`config.mk`:
```
export PLATFORM = sky130hd
export DESIGN_NAME = kf3_arith
export DESIGN_NICKNAME = d
export VERILOG_FILES = /design/src/rtl/kf3_pkg.sv /design/src/rtl/kf3_arith.sv
export SDC_FILE = /design/constraint.sdc
export NUM_CORES = 2
export LEC_CHECK = 0
export BUFFER_PORTS_ARGS = -buffer_cell sky130_fd_sc_hd__buf_2
export CAP_MARGIN = 20
export CORE_AREA = 2 2 491 493
export CTS_CLUSTER_DIAMETER = 200
export DETAILED_ROUTE_END_ITERATION = 6
export DIE_AREA = 0 0 493 495
export GPL_ROUTABILITY_DRIVEN = 0
export GPL_TIMING_DRIVEN = 1
export PLACE_DENSITY = 0.5
export SKIP_LAST_GASP = 1
export SYNTH_ARGS = -nofsm -noshare
export SYNTH_HDL_FRONTEND = slang
export SYNTH_SLANG_ARGS = --single-unit
```
`constraint.sdc`:
```
create_clock -name clk -period 28.5 [get_ports clk]
set_input_delay 7.125 -clock clk [delete_from_list [all_inputs] [get_ports clk]]
set_output_delay 7.125 -clock clk [all_outputs]
set_load 0.05 [all_outputs]
```
`src/rtl/kf3_pkg.sv`:
```
// ----------------------------------------------------------------------------
// kf3_pkg
// shared types, constants and the step microprogram of the three-state filter
// ----------------------------------------------------------------------------
package kf3_pkg;

    localparam int KF3_STATE_WIDTH = 48;
    localparam int KF3_FRAC_BITS   = 24;
    localparam int KF3_CFG_W       = 47;
    localparam int KF3_CFG_IDX_W   = 2;
    localparam int KF3_MEAS_W      = 32;
    localparam int KF3_ADDR_W      = 6;
    localparam int KF3_DEPTH       = 38;
    localparam int KF3_STEP_W      = 6;

    // register indexes of the configuration port
    localparam logic [KF3_CFG_IDX_W-1:0] CFG_MEAS_NOISE = 2'd0;
    localparam logic [KF3_CFG_IDX_W-1:0] CFG_PROC_NOISE = 2'd1;

    localparam logic [KF3_CFG_W-1:0] MEAS_NOISE_RST = 47'd16777216000;
    localparam logic [KF3_CFG_W-1:0] PROC_NOISE_RST = 47'd16777216;

    // scratch memory map
    localparam logic [KF3_ADDR_W-1:0] A_X0    = 6'd0;
    localparam logic [KF3_ADDR_W-1:0] A_X1    = 6'd1;
    localparam logic [KF3_ADDR_W-1:0] A_X2    = 6'd2;
    localparam logic [KF3_ADDR_W-1:0] A_P0    = 6'd3;
    localparam logic [KF3_ADDR_W-1:0] A_P1    = 6'd4;
    localparam logic [KF3_ADDR_W-1:0] A_P2    = 6'd5;
    localparam logic [KF3_ADDR_W-1:0] A_P3    = 6'd6;
    localparam logic [KF3_ADDR_W-1:0] A_P4    = 6'd7;
    localparam logic [KF3_ADDR_W-1:0] A_P5    = 6'd8;
    localparam logic [KF3_ADDR_W-1:0] A_P6    = 6'd9;
    localparam logic [KF3_ADDR_W-1:0] A_P7    = 6'd10;
    localparam logic [KF3_ADDR_W-1:0] A_P8    = 6'd11;
    localparam logic [KF3_ADDR_W-1:0] A_Z     = 6'd12;
    localparam logic [KF3_ADDR_W-1:0] A_Q     = 6'd13;
    localparam logic [KF3_ADDR_W-1:0] A_R     = 6'd14;
    localparam logic [KF3_ADDR_W-1:0] A_XP0   = 6'd15;
    localparam logic [KF3_ADDR_W-1:0] A_XP1   = 6'd16;
    localparam logic [KF3_ADDR_W-1:0] A_FP0   = 6'd17;
    localparam logic [KF3_ADDR_W-1:0] A_FP1   = 6'd18;
    localparam logic [KF3_ADDR_W-1:0] A_FP2   = 6'd19;
    localparam logic [KF3_ADDR_W-1:0] A_FP3   = 6'd20;
    localparam logic [KF3_ADDR_W-1:0] A_FP4   = 6'd21;
    localparam logic [KF3_ADDR_W-1:0] A_FP5   = 6'd22;
    localparam logic [KF3_ADDR_W-1:0] A_PP0   = 6'd23;
    localparam logic [KF3_ADDR_W-1:0] A_PP1   = 6'd24;
    localparam logic [KF3_ADDR_W-1:0] A_PP3   = 6'd26;
    localparam logic [KF3_ADDR_W-1:0] A_PP4   = 6'd27;
    localparam logic [KF3_ADDR_W-1:0] A_PP6   = 6'd29;
    localparam logic [KF3_ADDR_W-1:0] A_PP7   = 6'd30;
    localparam logic [KF3_ADDR_W-1:0] A_PP8   = 6'd31;
    localparam logic [KF3_ADDR_W-1:0] A_DEN   = 6'd32;
    localparam logic [KF3_ADDR_W-1:0] A_INNOV = 6'd33;
    localparam logic [KF3_ADDR_W-1:0] A_G0    = 6'd34;
    localparam logic [KF3_ADDR_W-1:0] A_G1    = 6'd35;
    localparam logic [KF3_ADDR_W-1:0] A_G2    = 6'd36;
    localparam logic [KF3_ADDR_W-1:0] A_T     = 6'd37;

    typedef enum logic [2:0] {
        OP_LDZ,
        OP_LDQ,
        OP_LDR,
        OP_ADD,
        OP_SUB,
        OP_MUL,
        OP_DIV,
        OP_OUT
    } kf3_op_t;

    typedef struct packed {
        kf3_op_t               op;
        logic [KF3_ADDR_W-1:0] dst;
        logic [KF3_ADDR_W-1:0] a;
        logic [KF3_ADDR_W-1:0] b;
    } kf3_uop_t;

    typedef struct packed {
        logic    start;
        kf3_op_t op;
    } arith_req_t;

    typedef struct packed {
        logic done;
        logic sat;
    } arith_rsp_t;

    typedef enum logic [1:0] {
        SQ_IDLE,
        SQ_ISSUE,
        SQ_EXEC,
        SQ_WAIT
    } seq_state_t;

    typedef enum logic [2:0] {
        AR_IDLE,
        AR_MULP,
        AR_MULA,
        AR_MULF,
        AR_DIV,
        AR_DIVF,
        AR_DONE
    } arith_state_t;

    localparam logic [KF3_STEP_W-1:0] LAST_STEP = 6'd49;

    function automatic kf3_uop_t kf3_uop(input logic [KF3_STEP_W-1:0] step);
        kf3_uop_t u;
        u = '{op: OP_OUT, dst: A_X0, a: A_X0, b: A_X0};
        case (step)
            6'd0:  u = '{op: OP_LDZ, dst: A_Z,     a: A_X0,  b: A_X0};
            6'd1:  u = '{op: OP_LDQ, dst: A_Q,     a: A_X0,  b: A_X0};
            6'd2:  u = '{op: OP_LDR, dst: A_R,     a: A_X0,  b: A_X0};
            // prediction of the state
            6'd3:  u = '{op: OP_ADD, dst: A_XP0,   a: A_X0,  b: A_X1};
            6'd4:  u = '{op: OP_ADD, dst: A_XP1,   a: A_X1,  b: A_X2};
            // F*P
            6'd5:  u = '{op: OP_ADD, dst: A_FP0,   a: A_P0,  b: A_P3};
            6'd6:  u = '{op: OP_ADD, dst: A_FP1,   a: A_P1,  b: A_P4};
            6'd7:  u = '{op: OP_ADD, dst: A_FP2,   a: A_P2,  b: A_P5};
            6'd8:  u = '{op: OP_ADD, dst: A_FP3,   a: A_P3,  b: A_P6};
            6'd9:  u = '{op: OP_ADD, dst: A_FP4,   a: A_P4,  b: A_P7};
            6'd10: u = '{op: OP_ADD, dst: A_FP5,   a: A_P5,  b: A_P8};
            // (F*P)*F' + q*I
            6'd11: u = '{op: OP_ADD, dst: A_PP0,   a: A_FP0, b: A_FP1};
            6'd12: u = '{op: OP_ADD, dst: A_PP0,   a: A_PP0, b: A_Q};
            6'd13: u = '{op: OP_ADD, dst: A_PP1,   a: A_FP1, b: A_FP2};
            6'd14: u = '{op: OP_ADD, dst: A_PP3,   a: A_FP3, b: A_FP4};
            6'd15: u = '{op: OP_ADD, dst: A_PP4,   a: A_FP4, b: A_FP5};
            6'd16: u = '{op: OP_ADD, dst: A_PP4,   a: A_PP4, b: A_Q};
            6'd17: u = '{op: OP_ADD, dst: A_PP6,   a: A_P6,  b: A_P7};
            6'd18: u = '{op: OP_ADD, dst: A_PP7,   a: A_P7,  b: A_P8};
            6'd19: u = '{op: OP_ADD, dst: A_PP8,   a: A_P8,  b: A_Q};
            // gain
            6'd20: u = '{op: OP_ADD, dst: A_DEN,   a: A_PP0, b: A_R};
            6'd21: u = '{op: OP_SUB, dst: A_INNOV, a: A_Z,   b: A_XP0};
            6'd22: u = '{op: OP_DIV, dst: A_G0,    a: A_PP0, b: A_DEN};
            6'd23: u = '{op: OP_DIV, dst: A_G1,    a: A_PP3, b: A_DEN};
            6'd24: u = '{op: OP_DIV, dst: A_G2,    a: A_PP6, b: A_DEN};
            // state update
            6'd25: u = '{op: OP_MUL, dst: A_T,     a: A_G0,  b: A_INNOV};
            6'd26: u = '{op: OP_ADD, dst: A_X0,    a: A_XP0, b: A_T};
            6'd27: u = '{op: OP_MUL, dst: A_T,     a: A_G1,  b: A_INNOV};
            6'd28: u = '{op: OP_ADD, dst: A_X1,    a: A_XP1, b: A_T};
            6'd29: u = '{op: OP_MUL, dst: A_T,     a: A_G2,  b: A_INNOV};
            6'd30: u = '{op: OP_ADD, dst: A_X2,    a: A_X2,  b: A_T};
            // covariance update
            6'd31: u = '{op: OP_MUL, dst: A_T,     a: A_G0,  b: A_PP0};
            6'd32: u = '{op: OP_SUB, dst: A_P0,    a: A_PP0, b: A_T};
            6'd33: u = '{op: OP_MUL, dst: A_T,     a: A_G0,  b: A_PP1};
            6'd34: u = '{op: OP_SUB, dst: A_P1,    a: A_PP1, b: A_T};
            6'd35: u = '{op: OP_MUL, dst: A_T,     a: A_G0,  b: A_FP2};
            6'd36: u = '{op: OP_SUB, dst: A_P2,    a: A_FP2, b: A_T};
            6'd37: u = '{op: OP_MUL, dst: A_T,     a: A_G1,  b: A_PP0};
            6'd38: u = '{op: OP_SUB, dst: A_P3,    a: A_PP3, b: A_T};
            6'd39: u = '{op: OP_MUL, dst: A_T,     a: A_G1,  b: A_PP1};
            6'd40: u = '{op: OP_SUB, dst: A_P4,    a: A_PP4, b: A_T};
            6'd41: u = '{op: OP_MUL, dst: A_T,     a: A_G1,  b: A_FP2};
            6'd42: u = '{op: OP_SUB, dst: A_P5,    a: A_FP5, b: A_T};
            6'd43: u = '{op: OP_MUL, dst: A_T,     a: A_G2,  b: A_PP0};
            6'd44: u = '{op: OP_SUB, dst: A_P6,    a: A_PP6, b: A_T};
            6'd45: u = '{op: OP_MUL, dst: A_T,     a: A_G2,  b: A_PP1};
            6'd46: u = '{op: OP_SUB, dst: A_P7,    a: A_PP7, b: A_T};
            6'd47: u = '{op: OP_MUL, dst: A_T,     a: A_G2,  b: A_FP2};
            6'd48: u = '{op: OP_SUB, dst: A_P8,    a: A_PP8, b: A_T};
            default: u = '{op: OP_OUT, dst: A_X0,  a: A_X0,  b: A_X0};
        endcase
        return u;
    endfunction

endpackage

```
`src/rtl/kf3_arith.sv`:
```
// ----------------------------------------------------------------------------
// kf3_arith
// shared saturating add/sub, partial-product multiplier and serial divider
// ----------------------------------------------------------------------------
module kf3_arith
    import kf3_pkg::*;
#(
    parameter int W = KF3_STATE_WIDTH
) (
    input  logic                clk,
    input  logic                rst_n,
    input  arith_req_t          req,
    input  logic signed [W-1:0] a,
    input  logic signed [W-1:0] b,
    output arith_rsp_t          rsp,
    output logic signed [W-1:0] result
);

    localparam int NCH  = (W + 31) / 32;
    localparam int MW   = NCH * 32;
    localparam int PW   = 2 * MW;
    localparam int DW   = W + KF3_FRAC_BITS;
    localparam int CNTW = $clog2(DW + 1);

    localparam logic [W-1:0] VMAX = {1'b0, {(W-1){1'b1}}};
    localparam logic [W-1:0] VMIN = {1'b1, {(W-1){1'b0}}};

    function automatic logic [W-1:0] mag(input logic signed [W-1:0] v);
        logic [W-1:0] m;
        m = v[W-1] ? W'(-v) : W'(v);
        return m;
    endfunction

    arith_state_t     st_reg, st_next;
    logic [MW-1:0]    ma_reg, ma_next;
    logic [MW-1:0]    mb_reg, mb_next;
    logic [63:0]      pp_reg, pp_next;
    logic [1:0]       sh_reg, sh_next;
    logic             ci_reg, ci_next;
    logic             cj_reg, cj_next;
    logic [PW-1:0]    acc_reg, acc_next;
    logic [W:0]       rem_reg, rem_next;
    logic [DW-1:0]    dvd_reg, dvd_next;
    logic [W-1:0]     ud_reg, ud_next;
    logic [CNTW-1:0]  cnt_reg, cnt_next;
    logic             neg_reg, neg_next;
    logic [W-1:0]     res_reg, res_next;
    logic             sat_reg, sat_next;

    logic [W:0]       sum;
    logic [W:0]       remsh;
    logic [PW-1:0]    pval;
    logic [PW-1:0]    plim;
    logic [DW-1:0]    dlim;

    always_ff @(posedge clk or negedge rst_n)
    begin
        if (!rst_n)
        begin
            st_reg <= AR_IDLE;
        end
        else
        begin
            st_reg <= st_next;
        end
    end

    always_ff @(posedge clk)
    begin
        ma_reg  <= ma_next;
        mb_reg  <= mb_next;
        pp_reg  <= pp_next;
        sh_reg  <= sh_next;
        ci_reg  <= ci_next;
        cj_reg  <= cj_next;
        acc_reg <= acc_next;
        rem_reg <= rem_next;
        dvd_reg <= dvd_next;
        ud_reg  <= ud_next;
        cnt_reg <= cnt_next;
        neg_reg <= neg_next;
        res_reg <= res_next;
        sat_reg <= sat_next;
    end

    always_comb
    begin
        st_next  = st_reg;
        ma_next  = ma_reg;
        mb_next  = mb_reg;
        pp_next  = pp_reg;
        sh_next  = sh_reg;
        ci_next  = ci_reg;
        cj_next  = cj_reg;
        acc_next = acc_reg;
        rem_next = rem_reg;
        dvd_next = dvd_reg;
        ud_next  = ud_reg;
        cnt_next = cnt_reg;
        neg_next = neg_reg;
        res_next = res_reg;
        sat_next = sat_reg;
        sum      = '0;
        remsh    = '0;
        pval     = acc_reg >> KF3_FRAC_BITS;
        plim     = neg_reg ? (PW'(1) << (W - 1)) : PW'(VMAX);
        dlim     = neg_reg ? (DW'(1) << (W - 1)) : DW'(VMAX);

        case (st_reg)
            AR_IDLE:
            begin
                if (req.start)
                begin
                    neg_next = a[W-1] ^ b[W-1];
                    sat_next = 1'b0;
                    case (req.op)
                        OP_ADD, OP_SUB:
                        begin
                            if (req.op == OP_ADD)
                            begin
                                sum = {a[W-1], a} + {b[W-1], b};
                            end
                            else
                            begin
                                sum = {a[W-1], a} - {b[W-1], b};
                            end
                            if (sum[W] != sum[W-1])
                            begin
                                sat_next = 1'b1;
                                res_next = sum[W] ? VMIN : VMAX;
                            end
                            else
                            begin
                                res_next = sum[W-1:0];
                            end
                            st_next = AR_DONE;
                        end
                        OP_MUL:
                        begin
                            ma_next  = MW'(mag(a));
                            mb_next  = MW'(mag(b));
                            acc_next = '0;
                            ci_next  = 1'b0;
                            cj_next  = 1'b0;
                            st_next  = AR_MULP;
                        end
                        OP_DIV:
                        begin
                            if (b == '0)
                            begin
                                // zero denominator gives zero gain
                                res_next = '0;
                                st_next  = AR_DONE;
                            end
                            else
                            begin
                                dvd_next = DW'(mag(a)) << KF3_FRAC_BITS;
                                ud_next  = mag(b);
                                rem_next = '0;
                                cnt_next = CNTW'(DW);
                                st_next  = AR_DIV;
                            end
                        end
                        default:
                        begin
                            res_next = '0;
                            st_next  = AR_DONE;
                        end
                    endcase
                end
            end
            AR_MULP:
            begin
                pp_next = 64'(ma_reg[32*ci_reg +: 32]) * 64'(mb_reg[32*cj_reg +: 32]);
                sh_next = 2'(ci_reg) + 2'(cj_reg);
                st_next = AR_MULA;
            end
            AR_MULA:
            begin
                acc_next = acc_reg + (PW'(pp_reg) << (32 * sh_reg));
                st_next  = AR_MULP;
                if (cj_reg == 1'(NCH - 1))
                begin
                    cj_next = 1'b0;
                    if (ci_reg == 1'(NCH - 1))
                    begin
                        st_next = AR_MULF;
                    end
                    else
                    begin
                        ci_next = ci_reg + 1'b1;
                    end
                end
                else
                begin
                    cj_next = cj_reg + 1'b1;
                end
            end
            AR_MULF:
            begin
                if (pval > plim)
                begin
                    sat_next = 1'b1;
                    res_next = neg_reg ? VMIN : VMAX;
                end
                else
                begin
                    res_next = neg_reg ? W'(-pval[W-1:0]) : pval[W-1:0];
                end
                st_next = AR_DONE;
            end
            AR_DIV:
            begin
                // one restoring step per cycle, quotient shifts into the dividend
                remsh = {rem_reg[W-1:0], dvd_reg[DW-1]};
                if (remsh >= {1'b0, ud_reg})
                begin
                    rem_next = remsh - {1'b0, ud_reg};
                    dvd_next = {dvd_reg[DW-2:0], 1'b1};
                end
                else
                begin
                    rem_next = remsh;
                    dvd_next = {dvd_reg[DW-2:0], 1'b0};
                end
                cnt_next = cnt_reg - 1'b1;
                if (cnt_reg == CNTW'(1))
                begin
                    st_next = AR_DIVF;
                end
            end
            AR_DIVF:
            begin
                if (dvd_reg > dlim)
                begin
                    sat_next = 1'b1;
                    res_next = neg_reg ? VMIN : VMAX;
                end
                else
                begin
                    res_next = neg_reg ? W'(-dvd_reg[W-1:0]) : dvd_reg[W-1:0];
                end
                st_next = AR_DONE;
            end
            AR_DONE:
            begin
                st_next = AR_IDLE;
            end
            default:
            begin
                st_next = AR_IDLE;
            end
        endcase
    end

    assign rsp.done = (st_reg == AR_DONE);
    assign rsp.sat  = sat_reg;
    assign result   = res_reg;

endmodule
```
==> metrics <==
#FFs+latches synth 520; # Post-CTS Setup Buffers 0; Slew Limit Fails 0; fraction of layout cells with a size suffix above 1 6.629%; Critical Path Sink result[40]; Synth Area in Adders 33.35%; Syn. warnings 0; critical path, cell by cell buf_2 -> inv_1 -> ha_1 -> or3b_1 -> nor4b_4 -> nand3_1 -> nor3_1 -> a31oi_1 -> xor2_1 -> ha_1 -> nand4_1 -> or3_1 -> nor3_1 -> nand2_1 -> a2111oi_2 -> o211ai_1 -> a31oi_2 -> xor2_1 -> xnor2_4 -> buf_4 -> a22oi_1; worst reg2reg path depth 26; Area Overhead vs Synth 8.822%; Synth Area in Compound Gates 14.21%; Die Y 495 µm; drt first pass iters 6; final net count 10260; largest net degree at the start of global routing 182; max-cap viol count 0; post-route clock skew 0.06803 ns; Worst path max stage delay 0.50 ns; Leakage 35.97 nW; mapped cell area 76090 µm²; flip-flop count of the largest register after layout 128; effective utilization at floorplan 31.81%; Fin. Hold Viols 0; H-tree lvl count 3; ANT nets after route 0; Post-synth EDFFs 517; synthesized area per cell 8.675 µm²; FF-to-FF Start cj_reg; largest family of logic cells by synthesized area adder cells; IO buf count 151; number of global-route vias before repair 65480; Via Count 66640; TritonCTS clock tree yes; first-pass GRT wire length 448700 µm; Worst Max-Slew Pin Slew 1.249 ns; CP arrival 13.22 ns; clock root buffer clkbuf_16; Fin Setup TNS 0 ns; minimum clock period after layout 12.82 ns; post-synthesis mux area share 1.677%; CP Capture Type flip-flop; Synth Instances 8771; Filler cells 24920; Final period util 45.00%; CP Class in2reg; cts bufs inserted 69; num ports 152; worst hold path type reg2reg; total wire length 310200 µm; vias per cell 5.584; Post-Synth XOR/XNOR Area 4.533%; worst-path fanout max 39; Syn Nets 10360; core footprint 239200 µm²; CP Launch Point b[0]; Worst-Skew Late Latency 0.73 ns; Tot Pwr 2.888 mW; GRT Util Overall 24.94%; slew margin rel. 15.88%; unrepaired setup endpoints after global routing false; Simple-Gate Fraction of Synth Area 18.10%; ys async rst share 0.5769%; outcome finished, final reports clean; sequential-to-total area share from yosys stat 20.50%; critical path's slowest cell buf_4; clock tree buffer depth 3; Final setup viols 0; routed len/inst 25.99 µm; VDD IR-drop max 0.00004651 V; r2r setup slk 17.64 ns; num rows 180; Die X 493 µm; post-CTS sizing 0; clk sinks 520; P per Cell Area 34.88 nW/µm²; DRC Markers 0; FMAX 77.98 MHz; drt first-iter violations 6950; HPWL after DPL 241000 µm; Netlist cell types 100; Reg-to-Reg End pp_reg[61]; cts hold-fix bufs 0; Worst Path Required 28.89 ns; initial antenna violation count 38; Main synth FF type edfxtp_1; Critical Path Start Type primary input; grt total ovfl 0; Clk pin slew, worst setup/hold paths 0.06 ns; total die area 244000 µm²
[metal layers]
metal | share of wire, % | vias up | track usage, %
li1 | - | 29450 | -
met1 | 41 | 33180 | 32.89
met2 | 42 | 3225 | 36.95
met3 | 10 | 743 | 7.160
met4 | 6.0 | 38 | 13.00
met5 | 0.080 | - | 0
[logic make-up (layout without fill, tap and decap cells)]
| logic type | after synthesis | after routing |
|---|---|---|
| DFF | 520 | 520 |
| other | 0 | 30 |
| muxes | 122 | 122 |
| and+or+nand+nor | 3038 | 3038 |
| adders and majority gates | 1489 | 1489 |
| buffers and inverters | 1534 | 1482 |
| xor gates and xnor gates | 390 | 390 |
| AOI/OAI and AO/OA | 1678 | 1678 |
[area by class of cell]
| class | count | area (µm²) | share of cell area [%] |
|---|---|---|---|
| Inverter | 1069 | 4013 | 4.846 |
| Tap cell | 3185 | 3985 | 4.813 |
| Timing Repair Buffer | 289 | 1831 | 2.211 |
| Clock buffer | 73 | 1742 | 2.103 |
| Clock inverter | 51 | 545.5 | 0.6588 |
| Antenna cell | 30 | 75.07 | 0.09066 |
| Sequential cell | 520 | 15600 | 18.84 |
| Multi-Input combinational cell | 6717 | 55010 | 66.44 |
[worst min-delay path by stage]
| stage | slack [ns] | cells past startpoint | endpoint | startpoint |
|---|---|---|---|---|
| final | 0.57 | 1 | dvd_reg[70] | dvd_reg[69] |
| after global routing | 0.58 | 1 | dvd_reg[70] | dvd_reg[69] |
| after CTS | 0.57 | 1 | dvd_reg[70] | dvd_reg[69] |
| after detailed placement | 0.55 | 2 | dvd_reg[71] | dvd_reg[70] |
| after global placement | 0.53 | 2 | dvd_reg[71] | dvd_reg[70] |
| after floorplan | 0.51 | 2 | dvd_reg[71] | dvd_reg[70] |
[cells in the mapped netlist, types with 14 or more instances]
| master | number | area share [%] |
|---|---|---|
| nor2_1 | 1132 | 5.6 |
| inv_1 | 1069 | 5.3 |
| nand2_1 | 922 | 4.5 |
| fa_1 | 899 | 24 |
| ha_1 | 590 | 9.7 |
| a21oi_1 | 530 | 3.5 |
| edfxtp_1 | 517 | 20 |
| clkbuf_1 | 421 | 2.1 |
| o21ai_0 | 297 | 2.0 |
| xnor2_1 | 253 | 2.9 |
| nor3_1 | 165 | 1.1 |
| a21o_1 | 164 | 1.6 |
| xor2_1 | 134 | 1.5 |
| nand4_1 | 127 | 1.0 |
| nand3_1 | 113 | 0.74 |
| nor2b_1 | 100 | 0.82 |
| a211oi_1 | 89 | 0.88 |
| mux2i_1 | 78 | 1.0 |
| nand2b_1 | 78 | 0.64 |
| and2_1 | 73 | 0.60 |
| nor4_1 | 71 | 0.58 |
| a31oi_1 | 68 | 0.56 |
| and3_1 | 67 | 0.55 |
| o21bai_1 | 64 | 0.63 |
| o31ai_1 | 63 | 0.62 |
| or3_1 | 57 | 0.47 |
| a22oi_1 | 44 | 0.43 |
| mux2_2 | 44 | 0.65 |
| o21a_1 | 42 | 0.41 |
| o211ai_1 | 36 | 0.36 |
| a22o_1 | 34 | 0.39 |
| or4_1 | 31 | 0.31 |
| o22ai_1 | 28 | 0.23 |
| or2_2 | 27 | 0.22 |
| a221oi_1 | 22 | 0.25 |
| buf_1 | 22 | 0.11 |
| a21boi_0 | 21 | 0.21 |
| nor3b_1 | 19 | 0.19 |
| buf_2 | 18 | 0.12 |
| a2111oi_0 | 15 | 0.17 |
| and4_1 | 15 | 0.17 |
| a211o_1 | 14 | 0.16 |
| o31a_1 | 14 | 0.16 |
[through the flow]
step | utilization (%) | setup WS [ns] | cell area, µm² | hold WS, ns | cells
CTS | 34.58 | 15.76 | 82720 | 0.5745 | 11900
detailed placement | 33.63 | 15.03 | 80430 | 0.5457 | 11780
global route | 34.59 | 15.32 | 82730 | 0.5789 | 11910
finish | 34.62 | 15.68 | 82800 | 0.5710 | 11930
floorplan | - | 10.77 | 76090 | 0.5107 | 8771
global placement | 33.62 | 15.14 | 80410 | 0.5340 | 11780
[cells in the final DEF, fill, tap and decap left out, types with 89 or more instances in the layout]
master / n
a21o_1: 164
nand4_1: 127
inv_1: 1068
buf_2: 152
nor2_1: 1128
edfxtp_1: 517
nand3_1: 112
xor2_1: 134
buf_4: 132
xnor2_1: 253
a21oi_1: 530
fa_1: 899
ha_1: 590
nor3_1: 161
nor2b_1: 90
nand2_1: 921
o21ai_0: 296
a211oi_1: 89
[critical path, delay by kind of cell]
family,cells,cell delay [ns]
and+or+nand+nor,8,2.61
xor gates and xnor gates,3,0.81
AOI/OAI and AO/OA,5,1.25
adders and majority gates,2,0.65
buffers and inverters,3,0.76
[power breakdown]
group / internal, mW / switching, mW
combinational: 0.349 / 0.545
clock: 0.499 / 0.392
sequential: 0.982 / 0.122
total: 1.83 / 1.06
(Power assumes the default switching activity.)
